File: config.mk
export PLATFORM = sky130hd
export DESIGN_NAME = utf16_to_utf8_transcoder_top
export DESIGN_NICKNAME = d
export VERILOG_FILES = /design/src/hw/rtl/u16u8_pkg.sv /design/src/hw/rtl/u16u8_front.sv /design/src/hw/rtl/u16u8_fifo.sv /design/src/hw/rtl/u16u8_back.sv /design/src/hw/rtl/utf16_to_utf8_transcoder_top.sv
export SDC_FILE = /design/constraint.sdc
export NUM_CORES = 1
export LEC_CHECK = 0
export ABC_AREA = 1
export ABC_CLOCK_PERIOD_IN_PS = 7200
export BUFFER_PORTS_ARGS = -buffer_cell sky130_fd_sc_hd__buf_2
export CAP_MARGIN = 20
export CORE_MARGIN = 2
export CORE_UTILIZATION = 30
export DETAILED_ROUTE_END_ITERATION = 12
export MAX_ROUTING_LAYER = met4
export RECOVER_POWER = 50
export SETUP_SLACK_MARGIN = 0.4
export SYNTH_ARGS = -nofsm -noshare
export SYNTH_HDL_FRONTEND = slang
export SYNTH_HIERARCHICAL = 1
export SYNTH_SLANG_ARGS = --single-unit
export TNS_END_PERCENT = 50
File: constraint.sdc
create_clock -name clk_i -period 7.2 [get_ports clk_i]
set_clock_uncertainty 0.2 [all_clocks]
set_input_delay 0 -clock clk_i [delete_from_list [all_inputs] [get_ports clk_i]]
set_output_delay 0 -clock clk_i [all_outputs]
set_load 0.02 [all_outputs]
File: src/hw/rtl/u16u8_pkg.sv
// Shared types, constants and UTF-8 encoding functions for the UTF-16 to UTF-8 transcoder.
package u16u8_pkg;

  localparam int unsigned CapW      = 21;
  localparam int unsigned CpW       = 21;
  localparam int unsigned QDepth    = 4;
  localparam int unsigned QPtrW     = $clog2(QDepth);
  localparam int unsigned QCntW     = $clog2(QDepth + 1);
  localparam logic [CapW-1:0] CapReset = 21'd256;
  localparam logic [5:0] HighTag    = 6'b110110;
  localparam logic [5:0] LowTag     = 6'b110111;

  typedef struct packed {
    logic            a_valid;
    logic [CpW-1:0]  cp_a;
    logic            b_valid;
    logic [15:0]     cp_b;
    logic            term;
  } entry_t;

  function automatic logic [2:0] utf8_len(input logic [CpW-1:0] u);
    logic [2:0] n;
    if (u < 21'h80) begin
      n = 3'd1;
    end else if (u < 21'h800) begin
      n = 3'd2;
    end else if (u < 21'h10000) begin
      n = 3'd3;
    end else begin
      n = 3'd4;
    end
    return n;
  endfunction

  function automatic logic [7:0] utf8_byte(input logic [CpW-1:0] u, input logic [2:0] n,
                                           input logic [1:0] k);
    logic [7:0] b;
    b = 8'h00;
    unique case (n)
      3'd1: b = {1'b0, u[6:0]};
      3'd2: begin
        unique case (k)
          2'd0:    b = {3'b110, u[10:6]};
          default: b = {2'b10, u[5:0]};
        endcase
      end
      3'd3: begin
        unique case (k)
          2'd0:    b = {4'b1110, u[15:12]};
          2'd1:    b = {2'b10, u[11:6]};
          default: b = {2'b10, u[5:0]};
        endcase
      end
      3'd4: begin
        unique case (k)
          2'd0: b = {5'b11110, u[20:18]};
          2'd1: b = {2'b10, u[17:12]};
          2'd2: b = {2'b10, u[11:6]};
          2'd3: b = {2'b10, u[5:0]};
        endcase
      end
      default: b = 8'h00;
    endcase
    return b;
  endfunction

endpackage

File: src/hw/rtl/u16u8_front.sv
// Front end: accepts code units, pairs surrogates, tracks capacity and issues encode entries.
module u16u8_front import u16u8_pkg::*; (
  input  logic            clk_i,
  input  logic            rst_ni,
  input  logic            cap_we_i,
  input  logic [CapW-1:0] cap_wdata_i,
  input  logic            accept_i,
  input  logic [15:0]     code_unit_i,
  input  logic            unit_valid_i,
  input  logic            end_of_string_i,
  output logic            q_push_o,
  output entry_t          q_entry_o
);

  logic [CapW-1:0] cap_q, cap_d;
  logic [CapW-1:0] bw_q, bw_d;
  logic            halted_q, halted_d;
  logic            held_q, held_d;
  logic [9:0]      held_bits_q, held_bits_d;

  logic            do_unit, is_low, is_high, pair, flush_a, unit_rest, room;
  logic            halt_now, hold_now, enc_cu, held_after, eos_flush;
  logic [9:0]      bits_after;
  logic [CapW-1:0] bw1, bw2;
  logic [2:0]      a_len, cu_len;
  entry_t          entry;

  always_comb begin
    do_unit   = unit_valid_i && !halted_q;
    is_low    = code_unit_i[15:10] == LowTag;
    is_high   = code_unit_i[15:10] == HighTag;
    pair      = do_unit && held_q && is_low;
    flush_a   = do_unit && held_q && !is_low;
    a_len     = pair ? 3'd4 : (flush_a ? 3'd3 : 3'd0);
    bw1       = bw_q + CapW'(a_len);
    room      = ({1'b0, bw1} + (CapW+1)'(4)) < {1'b0, cap_q};
    unit_rest = do_unit && !pair;
    halt_now  = unit_rest && !room;
    hold_now  = unit_rest && room && is_high;
    enc_cu    = unit_rest && room && !is_high;
    cu_len    = enc_cu ? utf8_len({5'b0, code_unit_i}) : 3'd0;
    bw2       = bw1 + CapW'(cu_len);

    if (hold_now) begin
      held_after = 1'b1;
    end else if (pair || flush_a) begin
      held_after = 1'b0;
    end else begin
      held_after = held_q;
    end
    bits_after = hold_now ? code_unit_i[9:0] : held_bits_q;
    eos_flush  = end_of_string_i && held_after;

    entry.a_valid = pair || flush_a;
    entry.cp_a    = pair ? (CpW'(21'h10000) + {1'b0, held_bits_q, code_unit_i[9:0]})
                         : {5'b0, HighTag, held_bits_q};
    entry.b_valid = enc_cu || eos_flush;
    entry.cp_b    = enc_cu ? code_unit_i : {HighTag, bits_after};
    entry.term    = end_of_string_i;
  end

  assign q_entry_o = entry;
  assign q_push_o  = accept_i && (entry.a_valid || entry.b_valid || entry.term);

  always_comb begin
    cap_d       = cap_we_i ? cap_wdata_i : cap_q;
    bw_d        = bw_q;
    halted_d    = halted_q;
    held_d      = held_q;
    held_bits_d = held_bits_q;
    if (accept_i) begin
      if (end_of_string_i) begin
        bw_d        = '0;
        halted_d    = 1'b0;
        held_d      = 1'b0;
        held_bits_d = '0;
      end else begin
        bw_d        = bw2;
        halted_d    = halted_q || halt_now;
        held_d      = held_after;
        held_bits_d = bits_after;
      end
    end
  end

  always_ff @(posedge clk_i or negedge rst_ni) begin
    if (!rst_ni) begin
      cap_q       <= CapReset;
      bw_q        <= '0;
      halted_q    <= 1'b0;
      held_q      <= 1'b0;
      held_bits_q <= '0;
    end else begin
      cap_q       <= cap_d;
      bw_q        <= bw_d;
      halted_q    <= halted_d;
      held_q      <= held_d;
      held_bits_q <= held_bits_d;
    end
  end

`ifndef ASSERT_OFF
  a_no_hold_when_halted: assert property (@(posedge clk_i) disable iff (!rst_ni)
    !(held_q && halted_q))
    else $error("surrogate held while string is halted");
  a_eos_clears: assert property (@(posedge clk_i) disable iff (!rst_ni)
    accept_i && end_of_string_i |=> !held_q && !halted_q && bw_q == '0)
    else $error("end of string did not clear state");
`endif

endmodule

File: src/hw/rtl/u16u8_fifo.sv
// Small flop-based queue of encode entries between the front and back ends.
module u16u8_fifo import u16u8_pkg::*; (
  input  logic   clk_i,
  input  logic   rst_ni,
  input  logic   push_i,
  input  entry_t wdata_i,
  output logic   full_o,
  input  logic   pop_i,
  output entry_t rdata_o,
  output logic   empty_o
);

  entry_t           mem_q [QDepth];
  logic [QPtrW-1:0] wptr_q, wptr_d, rptr_q, rptr_d;
  logic [QCntW-1:0] cnt_q, cnt_d;

  assign full_o  = cnt_q == QCntW'(QDepth);
  assign empty_o = cnt_q == '0;
  assign rdata_o = mem_q[rptr_q];

  always_comb begin
    wptr_d = push_i ? wptr_q + QPtrW'(1) : wptr_q;
    rptr_d = pop_i ? rptr_q + QPtrW'(1) : rptr_q;
    cnt_d  = cnt_q + QCntW'(push_i) - QCntW'(pop_i);
  end

  always_ff @(posedge clk_i) begin
    if (push_i) begin
      mem_q[wptr_q] <= wdata_i;
    end
  end

  always_ff @(posedge clk_i or negedge rst_ni) begin
    if (!rst_ni) begin
      wptr_q <= '0;
      rptr_q <= '0;
      cnt_q  <= '0;
    end else begin
      wptr_q <= wptr_d;
      rptr_q <= rptr_d;
      cnt_q  <= cnt_d;
    end
  end

`ifndef ASSERT_OFF
  a_no_overflow: assert property (@(posedge clk_i) disable iff (!rst_ni)
    !(push_i && full_o))
    else $error("entry queue overflow");
  a_no_underflow: assert property (@(posedge clk_i) disable iff (!rst_ni)
    !(pop_i && empty_o))
    else $error("entry queue underflow");
`endif

endmodule

File: src/hw/rtl/u16u8_back.sv
// Back end: expands each encode entry into UTF-8 bytes and holds them in an output register.
module u16u8_back import u16u8_pkg::*; (
  input  logic       clk_i,
  input  logic       rst_ni,
  input  logic       q_empty_i,
  input  entry_t     q_entry_i,
  output logic       q_pop_o,
  input  logic       pop_i,
  output logic       empty_o,
  output logic [7:0] out_byte_o,
  output logic       last_o
);

  logic            busy_q, busy_d;
  logic [CpW-1:0]  cp_a_q;
  logic [15:0]     cp_b_q;
  logic [2:0]      la_q, lb_q, total_q, pos_q, pos_d;
  logic [2:0]      la_n, lb_n, pos_b;
  logic            out_valid_q, out_valid_d;
  logic [7:0]      out_byte_q, byte_d;
  logic            last_q, last_d;
  logic            adv, finishing, load, out_taken;

  always_comb begin
    out_taken = pop_i && out_valid_q;
    adv       = busy_q && (!out_valid_q || out_taken);
    finishing = adv && (pos_q == total_q - 3'd1);
    load      = !q_empty_i && (!busy_q || finishing);
    la_n      = q_entry_i.a_valid ? utf8_len(q_entry_i.cp_a) : 3'd0;
    lb_n      = q_entry_i.b_valid ? utf8_len({5'b0, q_entry_i.cp_b}) : 3'd0;
    pos_b     = pos_q - la_q;

    if (pos_q < la_q) begin
      byte_d = utf8_byte(cp_a_q, la_q, pos_q[1:0]);
      last_d = 1'b0;
    end else if (pos_q < la_q + lb_q) begin
      byte_d = utf8_byte({5'b0, cp_b_q}, lb_q, pos_b[1:0]);
      last_d = 1'b0;
    end else begin
      byte_d = 8'h00;
      last_d = 1'b1;
    end

    if (adv) begin
      out_valid_d = 1'b1;
    end else if (out_taken) begin
      out_valid_d = 1'b0;
    end else begin
      out_valid_d = out_valid_q;
    end

    if (load) begin
      busy_d = 1'b1;
      pos_d  = '0;
    end else if (finishing) begin
      busy_d = 1'b0;
      pos_d  = '0;
    end else begin
      busy_d = busy_q;
      pos_d  = adv ? pos_q + 3'd1 : pos_q;
    end
  end

  assign q_pop_o    = load;
  assign empty_o    = !out_valid_q;
  assign out_byte_o = out_byte_q;
  assign last_o     = last_q;

  always_ff @(posedge clk_i) begin
    if (load) begin
      cp_a_q  <= q_entry_i.cp_a;
      cp_b_q  <= q_entry_i.cp_b;
      la_q    <= la_n;
      lb_q    <= lb_n;
      total_q <= la_n + lb_n + 3'(q_entry_i.term);
    end
    if (adv) begin
      out_byte_q <= byte_d;
      last_q     <= last_d;
    end
  end

  always_ff @(posedge clk_i or negedge rst_ni) begin
    if (!rst_ni) begin
      busy_q      <= 1'b0;
      pos_q       <= '0;
      out_valid_q <= 1'b0;
    end else begin
      busy_q      <= busy_d;
      pos_q       <= pos_d;
      out_valid_q <= out_valid_d;
    end
  end

`ifndef ASSERT_OFF
  a_pos_in_range: assert property (@(posedge clk_i) disable iff (!rst_ni)
    busy_q |-> pos_q < total_q)
    else $error("byte position beyond entry length");
`endif

endmodule

File: src/hw/rtl/utf16_to_utf8_transcoder_top.sv
// Top level of the UTF-16 to UTF-8 transcoder.
// Code units are taken at one item per cycle while the four-entry entry queue has room;
// the front end pairs surrogates and applies the capacity limit in the cycle of acceptance.
// UTF-8 bytes leave one per cycle from the back end while pop is held, and an item yields as many
// bytes as it encodes: zero to seven, typically one to three, including the zero terminator with
// last set at the end of each string. out_capacity_i is written while out_capacity_we_i is high
// and takes effect at the next capacity check; its reset value is 256.
module utf16_to_utf8_transcoder_top import u16u8_pkg::*; (
  input  logic            clk_i,
  input  logic            rst_ni,
  input  logic            out_capacity_we_i,
  input  logic [CapW-1:0] out_capacity_i,
  input  logic            push,
  output logic            full,
  input  logic [15:0]     code_unit_i,
  input  logic            unit_valid_i,
  input  logic            end_of_string_i,
  input  logic            pop,
  output logic            empty,
  output logic [7:0]      out_byte_o,
  output logic            last_o
);

  logic   q_push, q_full, q_pop, q_empty;
  entry_t q_wdata, q_rdata;

  assign full = q_full;

  u16u8_front u_front (
    .clk_i           (clk_i),
    .rst_ni          (rst_ni),
    .cap_we_i        (out_capacity_we_i),
    .cap_wdata_i     (out_capacity_i),
    .accept_i        (push && !q_full),
    .code_unit_i     (code_unit_i),
    .unit_valid_i    (unit_valid_i),
    .end_of_string_i (end_of_string_i),
    .q_push_o        (q_push),
    .q_entry_o       (q_wdata)
  );

  u16u8_fifo u_fifo (
    .clk_i   (clk_i),
    .rst_ni  (rst_ni),
    .push_i  (q_push),
    .wdata_i (q_wdata),
    .full_o  (q_full),
    .pop_i   (q_pop),
    .rdata_o (q_rdata),
    .empty_o (q_empty)
  );

  u16u8_back u_back (
    .clk_i      (clk_i),
    .rst_ni     (rst_ni),
    .q_empty_i  (q_empty),
    .q_entry_i  (q_rdata),
    .q_pop_o    (q_pop),
    .pop_i      (pop),
    .empty_o    (empty),
    .out_byte_o (out_byte_o),
    .last_o     (last_o)
  );

endmodule

==> metrics.yaml, run 1 <==
status:
  status: "finished, violations left"
  violations: "capacitance limit, slew limit"
die:
  die_x_um: 233
  ios: 55
  core_um2: 51500
  num_rows: 83
  die_area_um2: 54100
  die_h_um: 233
  initial_core_util: 0.304
timing:
  layout_min_cycle_time_ns: 6.36
  finalHoldViolations: 0
  timing.slew.headroom: -1.40
  tightest_slew_ns: 3.59
  fin_setup_tns_ns: 0
  rsz0062_at_grt: "false"
  setup_ws_ns: 0.844
  slew_violations: 167
  fmax_mhz: 157
  holdWs_ns: 0.168
  setup_viol: 0
  post-route-period-util: 0.883
clocking:
  insertion_delay_ns: 0.59
  clockBufferDepth: 3
  cts_root_buffer: "clkbuf_16"
  clk_pin_slew_worst_paths_ns: 0.06
  cts_tree: "built"
  cts_buffers: 31
  htree_num_levels: 1
  cts_sinks: 280
global_routing:
  grt_pass1_vias: 11800
  met2_usage: 0.263
  gr-usage-met1: 0.196
  grt_usage: 0.156
  grt-busiest-layer: "met2"
  antenna_found_initial: 0
  grt_max_degree: 84
  grt_overflow: 0
  grt_pass1_wl_um: 64300
  met3_usage: 0.0221
yosys:
  synth_top_family_by_area: "simple AND/OR/NAND/NOR gates"
  synth_area_per_cell_um2: 8.82
  yosys-mux-area-fraction: 0
  synth_cell_types: 59
  synthesis.nets: 1871
  synthFlopType: "edfxtp_1"
  synth_warnings: 6
  netlist_area_um2: 15700
  synth-edff-count: 214
  synth-seq-cells: 280
  synthArstFlopShare: 0.236
  synth_cells: 1778
  yosys.area_share.simple: 0.257
  ys_seq_area_frac: 0.515
  synthAdderAreaFrac: 0.0420
  synth-compound-area-share: 0.0545
  synth-xor-area-share: 0.0217
placement:
  dp_cells: 2471
  gp_congestion: 0.880
  port_buffers: 54
  pre_cts_slack_ns: 0.291
  dp_hpwl_um: 27100
pwr:
  peakVddDrop_mv: 0.188
  power.leakage_nw: 8.59
  pwr-share-clk: 0.284
  seqPwrFrac: 0.372
  cellInternalPower_mw: 3.94
  p_sw_frac: 0.373
  p_sw_mw: 2.34
  power_density_nw_per_um2: 331
  combPwrFrac: 0.344
cells_and_area:
  layout-drive-gt1-share: 0.125
  nets: 2046
  final_cells: 2659
  num-fill-cells: 5170
  layout_commonest_cell: "nand2_1"
  layout_common_cells: "nand2_1 (477), inv_1 (329), edfxtp_1 (214)"
  final_util: 0.369
  syn2layout_area_growth_pct: 21.1
worst_setup_path:
  timing.rr.end: "u_front/bw_q[18]"
  reg2reg_from: "u_front/halted_q"
  crit_end: "u_front/bw_q[18]"
  rrSetupSlack_ns: 0.84
  path_class: "register to register"
  cpMostUsedCell: "nand2_1"
  critPathMaxFanout: 6
  cp-end-kind: "register"
  max_stage_delay_ns: 0.50
  crit_path_start_kind: "register"
  cp.required_ns: 7.52
  cp_data_arrival_time_ns: 6.67
  reg2reg_depth: 43
  critPathSlowestCell: "fa_2"
  startpoint: "u_front/halted_q"
job:
  drv_cap: 3
drt:
  via_per_inst: 4.60
  vias: 12200
  drt_iter0_drc: 870
  ant_nets: 0
  dr.pass1.iters: 6
  wl_um: 41400
  wl_per_cell_um: 15.6
  drcViolationCount: 0
worst_hold_path:
  min_path_type: "primary input to register"
cell usage after synthesis (all sizes together) (2+ instances only):
master | n | area (µm²)
nor3 | 22 | 135
or2 | 6 | 37.5
xnor2 | 5 | 43.8
edfxtp | 214 | 6430
ha | 43 | 538
nand2 | 513 | 2070
xor2 | 30 | 297
inv | 347 | 1310
clkbuf | 22 | 164
clkinv | 2 | 8.75
a21oi | 28 | 166
a21o | 3 | 22.5
dfrtp | 65 | 1630
o211ai | 6 | 45.0
fa | 6 | 120
nand4 | 30 | 206
nor4 | 2 | 12.5
nor2 | 99 | 495
nand3b | 6 | 45.0
buf | 34 | 230
nand3 | 183 | 1020
o22ai | 13 | 81.3
o21ai | 90 | 492
worst max-delay path: cells and delay by family, from the launching register on:
| family | cells | cell delay (ns) |
|---|---|---|
| fa+ha+maj | 5 | 1.58 |
| simple gates | 20 | 2.11 |
| xor+xnor | 1 | 0.18 |
| buf+inv | 11 | 1.01 |
| compound gates | 6 | 0.86 |
| flops | 1 | 0.35 |
power groups by stage:
stage	clock network (mW)	registers, mW	logic, mW
global placement	0	2.35	2.06
detailed placement	0	2.36	2.10
global route	1.87	2.37	2.43
floorplan	0	2.35	1.52
CTS	1.81	2.33	2.17
finish	1.78	2.34	2.16
state kept, by name, summed over array words and instances (netlist names):
register             flops
u_front/held_bits_q     10
u_front/held_q           1
u_back/out_valid_q       1
u_fifo/cnt_q             3
u_back/last_o            1
u_back/pos_q             3
u_back/lb_q              2
u_fifo/mem_q           160
u_fifo/wptr_q            2
u_back/total_q           3
u_fifo/rptr_q            2
u_front/cap_q           21
u_back/cp_b_q           16
u_back/la_q              3
u_back/cp_a_q           21
u_front/halted_q         1
u_back/out_byte_o        8
u_back/busy_q            1
u_front/bw_q            21
stage by stage:
step | instance area [µm²] | total power, mW
2_1_floorplan | 15700 | 3.87
3_3_place_gp | 16600 | 4.41
3_5_place_dp | 16600 | 4.46
4_1_cts | 18800 | 6.30
5_1_grt | 19000 | 6.67
6_report | 19000 | 6.28
routing by layer:
metal  routed length (µm)  part of all wire  vias to the layer above
met5                    0                 0                        -
met4                  928             0.022                        0
met3                 2180             0.053                       67
met2                20200              0.49                      344
met1                18100              0.44                     5788
li1                     -                 -                     6044
worst min path at each step:
stage          depth (start not counted)                     end           start
3_5_place_dp                           1         u_back/pos_q[2]          rst_ni
2_1_floorplan                          0           u_back/busy_q          rst_ni
4_1_cts                                3         u_fifo/cnt_q[0]          rst_ni
3_3_place_gp                           1      u_back/out_valid_q          rst_ni
5_1_grt                                6  u_front/held_bits_q[3]  code_unit_i[3]
6_report                               6  u_front/held_bits_q[3]  code_unit_i[3]
what timing repair did:
action	4_1_cts	5_1_grt
buffers inserted	0	18
hold buffers	110	0
setup endpoints to repair	8	198
gates cloned	0	1
pin swaps	0	7
hold endpoints to repair	257	0
gates resized for setup	2	18
cells by family (layout without fill, tap and decap cells):
kind of cell | Yosys count | after routing
other cells | 0 | 1
compound gates | 146 | 146
xor+xnor | 35 | 35
flops | 280 | 280
simple gates | 863 | 864
buf+inv | 405 | 604
fa+ha+maj | 49 | 49
layout make-up:
type / instances / area [µm²] / area share
Multi-Input combinational cell: 1094 / 5960 / 0.314
Clock buffer: 37 / 808 / 0.0426
Inverter: 349 / 1310 / 0.0692
Tap cell: 680 / 851 / 0.0448
Sequential cell: 280 / 8080 / 0.426
Clock inverter: 21 / 332 / 0.0175
Antenna cell: 1 / 2.50 / 0.000132
Timing Repair Buffer: 197 / 1640 / 0.0863
Note: power is estimated with default switching activity, not from simulation.
==> run 2, diff against run 1 <==
--- a/config.mk
+++ b/config.mk
@@ -12,5 +12,7 @@
 export CORE_MARGIN = 2
 export CORE_UTILIZATION = 30
+export CTS_CLUSTER_SIZE = 8
 export DETAILED_ROUTE_END_ITERATION = 12
+export GPL_ROUTABILITY_DRIVEN = 0
 export MAX_ROUTING_LAYER = met4
 export RECOVER_POWER = 50
==> constraint.sdc (replaced) <==
create_clock -name clk_i -period 7.2 [get_ports clk_i]
set_clock_uncertainty 0.2 [all_clocks]
set_input_delay 0.36 -clock clk_i [delete_from_list [all_inputs] [get_ports clk_i]]
set_output_delay 0.36 -clock clk_i [all_outputs]
set_load 0.02 [all_outputs]
==> run 2 against run 1 <==
Against the previous run:
- setup slack worse by 0.0083 ns
- hold slack got worse by 0.14 ns
- wire length shrank 4.1%
- clock power is essentially flat
- the run still ends with capacitance limit, slew limit left
- via count down 1.8%
- critical path depth down 9
- sequential share of layout area rose by 1.7 points
- cell area down 3.7%
==> metrics.yaml, run 2 (same netlist as run 1, synthesis figures left out) <==
status:
  status: "finished, violations left"
  violations: "capacitance limit, slew limit"
cells_and_area:
  num-fill-cells: 5185  # +0.29%
  multi_input_area_um2: 6010  # +0.78%
  final_cells: 2588  # -2.7%
  diodes: 0  # -1
  largest_reg_flops: 160  # unchanged
  fin_area_um2: 18300  # -3.7%
  layout_commonest_cell: "nand2_1"
  syn2layout_area_growth_pct: 16.6
  layout-drive-gt1-share: 0.124  # -0.000660
  nets: 1973  # -3.6%
  area.sequential_um2: 8080  # unchanged
  layout_common_cells: "nand2_1 (474), inv_1 (329), edfxtp_1 (214)"
  top_register: "u_fifo/mem_q"
  final_util: 0.355  # -0.0138
drt:
  drt_iter0_drc: 813  # -6.6%
  dr.pass1.iters: 7  # +1
  ant_nets: 0  # unchanged
  vias: 12000  # -1.8%
  drcViolationCount: 0  # unchanged
  wl_um: 39700  # -4.1%
  wl_per_cell_um: 15.3  # -1.4%
  via_per_inst: 4.65  # +0.93%
timing:
  post-route-period-util: 0.884  # +0.00115
  slew_violations: 163  # -2.4%
  tightest_slew_ns: 3.90  # +0.305 ns
  finalHoldViolations: 0  # unchanged
  timing.slew.headroom: -1.60  # -0.203
  rsz0062_at_grt: "false"
  layout_min_cycle_time_ns: 6.36  # +0.00831 ns
  fmax_mhz: 157  # -0.13%
  fin_setup_tns_ns: 0  # unchanged
  setup_viol: 0  # unchanged
placement:
  dp_hpwl_um: 26500  # -2.2%
  dp_cells: 2473  # +0.081%
  placed_area_um2: 16600  # about the same
  port_buffers: 54  # unchanged
die:
  num_rows: 83  # unchanged
  die_area_um2: 54100  # unchanged
  initial_core_util: 0.304  # unchanged
  die_h_um: 233  # unchanged
  ios: 55  # unchanged
  die_x_um: 233  # unchanged
  core_um2: 51500  # unchanged
worst_setup_path:
  max_stage_delay_ns: 0.49  # about the same
  cp.required_ns: 7.49  # -0.03 ns
  critPathMaxFanout: 8  # +2
  cp_data_arrival_time_ns: 6.65  # -0.02 ns
  critPathSlowestCell: "fa_2"
  crit_path_start_kind: "register"
  cp-end-kind: "register"
  path_class: "register to register"
  cpMostUsedCell: "nand2_1"
global_routing:
  grt_usage: 0.152  # -0.00392
  grt_pass1_wl_um: 62500  # -2.9%
  grt_max_degree: 84  # unchanged
  antenna_found_initial: 1  # +1
  grt_pass1_vias: 11600  # -2.4%
  grt_overflow: 0  # unchanged
pwr:
  power_density_nw_per_um2: 341  # +3.1%
  power.leakage_nw: 8.29  # -3.5%
  peakVddDrop_mv: 0.171  # -9.3%
worst_hold_path:
  min_path_type: "primary input to register"
clocking:
  cts_sinks: 280  # unchanged
  clk_pin_slew_worst_paths_ns: 0.06  # about the same
  cts_root_buffer: "clkbuf_16"
  cts_tree: "built"
  clockBufferDepth: 3  # unchanged
  htree_num_levels: 2  # +1
  cts_buffers: 41  # +32%
  insertion_delay_ns: 0.56  # -0.03 ns
job:
  drv_cap: 3  # unchanged
## run 2: power by group
part           total, mW  internal [mW]  switching (mW)
Sequential          2.34           2.19           0.147
Clock               1.79           1.09           0.700
Combinational       2.10          0.620            1.48
## run 2: worst paths after layout
kind | startpoint | to | slack (ns) | cells past startpoint
hold / removal | code_unit_i[0] | u_front/held_bits_q[0] | 0.03 | 5
max in group asynchronous | rst_ni | u_fifo/rptr_q[0] | 2.65 | 3
setup / recovery | u_front/halted_q | u_front/bw_q[16] | 0.84 | 34
min in group asynchronous | rst_ni | u_back/pos_q[2] | 0.62 | 3
hold reg to reg | u_front/bw_q[20] | u_front/bw_q[20] | 0.31 | 2
setup reg to reg | u_front/halted_q | u_front/bw_q[16] | 0.84 | 34
## run 2: metrics by stage
stage	power [mW]	setup WS (ns)	hold WS (ns)
after floorplan	3.87	1.32	-0.136
after global placement	4.38	0.601	-0.0211
after detailed placement	4.44	0.388	-0.0193
after CTS	6.27	0.419	0.0125
after global routing	6.64	0.197	0.0496
final	6.23	0.836	0.0260
## run 2: layout make-up
type / instances / share of cell area
clock buffers: 68 / 0.0634
clock inverters: 3 / 0.00226
inverters: 349 / 0.0720
multi-input cells: 1093 / 0.329
flip-flops and latches: 280 / 0.442
well taps: 680 / 0.0466
repair buffers: 115 / 0.0449
## run 2: worst max-delay path: cells and delay by family, from the launching register on
family | cells | cell delay [ns]
compound gates | 5 | 0.92
xor+xnor | 1 | 0.33
buf+inv | 7 | 0.77
simple gates | 16 | 2.02
flops | 1 | 0.35
fa+ha+maj | 5 | 1.65
## run 2: per-layer routing
| metal | up-vias | track usage | share of wire |
|---|---|---|---|
| met3 | 85 | 0.0255 | 0.056 |
| met5 | - | - | 0 |
| li1 | 5900 | - | - |
| met1 | 5638 | 0.195 | 0.45 |
| met2 | 404 | 0.242 | 0.47 |
| met4 | 0 | 0.0523 | 0.029 |
## run 2: repair_timing
item                                    in CTS  in global routing
endpoints found under the hold margin       89                  0
buffers inserted                             0                 12
hold buffers                                32                  0
endpoints found under the setup margin       1                182
pin swaps                                    0                 10
resized for setup                            1                 30
==> run 3, diff against run 2 <==
CORE_ASPECT_RATIO = 0.7   (was default)
REMOVE_ABC_BUFFERS = 1   (was default)
==> run 3 against run 2 <==
Against the previous run:
- the flow still finishes with violations (capacitance limit, slew limit)
- die area hardly changed
- flip-flop and latch count did not move
- combinational power increased by 2%
- power grew 2.2%
- global-route usage up 0.58 points
- largest power group unchanged
- maximum frequency is 2.7% lower
- hold slack gained 0.0038 ns
- final cell count increased by 0.12%
- sequential share of layout area rose by 0.18 points
- sequential power barely moved
- first-iteration DRC count grew 56%
==> metrics.yaml, run 3 (same netlist as run 1, synthesis figures left out) <==
placement:
  placed_area_um2: 16600  # about the same
  port_buffers: 54  # unchanged
  dp_cells: 2476  # +0.12%
  dp_hpwl_um: 28900  # +9.3%
worst_setup_path:
  cp_data_arrival_time_ns: 6.63  # -0.02 ns
  crit_chain: "clkbuf_1 -> inv_1 -> nand3_1 -> nand2_1 -> nor2_1 -> nand2_1 -> inv_1 -> nand4_1 -> nor2_1 -> a21oi_1 -> nor2_1 -> fa_1 -> inv_1 -> fa_1 -> xor2_1"
  cp.required_ns: 7.29  # -0.20 ns
  critPathSlowestCell: "clkbuf_1"
  cp-end-kind: "register"
  path_depth: 15  # -56%
  rrSetupSlack_ns: 0.66  # -0.18 ns
  crit_path_start_kind: "register"
  reg2reg_depth: 15  # -56%
  path_class: "register to register"
  startpoint: "u_fifo/rptr_q[1]"
  crit_end: "u_back/total_q[2]"
  path_buf_inv: 4  # -3
  reg2reg_from: "u_fifo/rptr_q[1]"
  critPathTopFamily: "buffers and inverters"
  critPathMaxFanout: 41  # +33
  timing.rr.end: "u_back/total_q[2]"
  max_stage_delay_ns: 1.84  # +1.35 ns
global_routing:
  antenna_found_initial: 0  # -1
  grt_usage: 0.157  # +0.00580
  grt_max_degree: 74  # -12%
  grt_pass1_wl_um: 65000  # +4.0%
  grt_overflow: 0  # unchanged
  grt_pass1_vias: 11500  # -0.74%
cells_and_area:
  nets: 1968  # -0.25%
  syn2layout_area_growth_pct: 16.1
  layout-drive-gt1-share: 0.122  # -0.00256
  layout_common_cells: "nand2_1 (478), inv_1 (326), edfxtp_1 (214)"
  fin_area_um2: 18200  # -0.40%
  final_cells: 2591  # +0.12%
  layout_commonest_cell: "nand2_1"
  top_register: "u_fifo/mem_q"
  largest_reg_flops: 160  # unchanged
  diodes: 0  # unchanged
  num-fill-cells: 5183  # -0.039%
drt:
  dr.pass1.iters: 6  # -1
  wl_um: 41700  # +5.0%
  vias: 12200  # +1.4%
  drt_iter0_drc: 1272  # +56%
  ant_nets: 0  # unchanged
  wl_per_cell_um: 16.1  # +4.9%
  via_per_inst: 4.71  # +1.3%
  drcViolationCount: 0  # unchanged
clocking:
  clockBufferDepth: 3  # unchanged
  cts_buffers: 41  # unchanged
  cts_sinks: 280  # unchanged
  cts_root_buffer: "clkbuf_16"
  clk_pin_slew_worst_paths_ns: 0.05  # about the same
  cts_tree: "built"
  insertion_delay_ns: 0.55  # about the same
  htree_num_levels: 2  # unchanged
timing:
  fin_setup_tns_ns: 0  # unchanged
  setup_viol: 0  # unchanged
  timing.slew.headroom: -1.66  # -0.0565
  rsz0062_at_grt: "true"
  holdWs_ns: 0.0297  # +0.00377 ns
  post-route-period-util: 0.908  # +0.0244
  finalHoldViolations: 0  # unchanged
  tightest_slew_ns: 3.98  # +0.0848 ns
  slew_violations: 202  # +24%
  fmax_mhz: 153  # -2.7%
  layout_min_cycle_time_ns: 6.54  # +0.175 ns
die:
  die_x_um: 277  # +19%
  core_um2: 51900  # +0.83%
  die_h_um: 195  # -16%
  initial_core_util: 0.302  # -0.00251
  ios: 55  # unchanged
  num_rows: 70  # -16%
  die_area_um2: 54100  # about the same
pwr:
  p_total_mw: 6.37  # +2.2%
  power_density_nw_per_um2: 350  # +2.6%
  pwr-share-clk: 0.291  # +0.004
  power.leakage_nw: 8.22  # -0.76%
  combPwrFrac: 0.338  # about the same
  p_sw_mw: 2.42  # +4.0%
  peakVddDrop_mv: 0.179  # +4.7%
  cellInternalPower_mw: 3.95  # +1.1%
  p_sw_frac: 0.380  # +0.00650
  seqPwrFrac: 0.371  # -0.004
status:
  violations: "capacitance limit, slew limit"
  status: "finished, violations left"
worst_hold_path:
  min_path_type: "primary input to register"
job:
  drv_cap: 5  # +2
[run 3: changes by cell type in the layout (fill, tap and decap cells not counted), moves of 3 or more]
cell           change
clkinv_1           +4
dlygate4sd3_1      -7
inv_1              -3
nand2_1            +4
nand2_4            -3
nor2_4             -3
xor2_1             +3
xor2_2             -3
[run 3: timing repair]
item                                   CTS  global route
hold buffers                            25             0
buffers inserted                         0            14
gates resized for setup                  1            14
setup endpoints to repair                1            88
endpoints found under the hold margin   92             0
pin swaps                                0             5
cloned                                   0             0
[run 3: layout make-up]
class	instances	area (µm²)	share of cell area
Clock buffer	72	1170	0.0645
Clock inverter	3	66.3	0.00364
Inverter	349	1310	0.0722
Multi-Input combinational cell	1093	5940	0.327
Sequential cell	280	8080	0.444
Tap cell	684	856	0.0470
Timing Repair Buffer	110	767	0.0421
[run 3: worst min-delay path by stage]
stage                          startpoint                endpoint  slack [ns]  cells after the start
after floorplan                    rst_ni           u_back/busy_q       -0.14                      0
after detailed placement           rst_ni        u_fifo/wptr_q[1]       -0.04                      1
final                      code_unit_i[0]  u_front/held_bits_q[0]        0.03                      5
after global routing      code_unit_i[11]     u_fifo/mem_q[0][12]        0.04                      2
after CTS                  code_unit_i[0]  u_front/held_bits_q[0]       0.005                      5
after global placement             rst_ni        u_fifo/wptr_q[1]       -0.04                      1
[run 3: worst min-delay path, cell delays in order]
cell	delay (ns)
buf_2	0.12
inv_1	0.07
nand4_1	0.08
nand3_1	0.06
nand2_1	0.05
[run 3: per-layer routing]
layer  GRT usage  wire, µm
met2       0.213     16800
met1       0.233     20000
met3      0.0438      4340
met4      0.0310       573
met5           -         0
[run 3: power by group through the flow]
| stage | clock network (mW) | registers [mW] | logic (mW) |
|---|---|---|---|
| 2_1_floorplan | 0 | 2.42 | 1.32 |
| 4_1_cts | 1.90 | 2.35 | 2.13 |
| 6_report | 1.86 | 2.36 | 2.15 |
| 3_5_place_dp | 0 | 2.38 | 2.11 |
| 5_1_grt | 1.97 | 2.39 | 2.42 |
| 3_3_place_gp | 0 | 2.37 | 2.07 |
[run 3: through the flow]
step / setup WS (ns) / util
after global placement: 0.558 / 0.319
final: 0.660 / 0.350
after detailed placement: 0.398 / 0.319
after global routing: 0.245 / 0.350
after CTS: 0.423 / 0.348
after floorplan: 1.17 / -
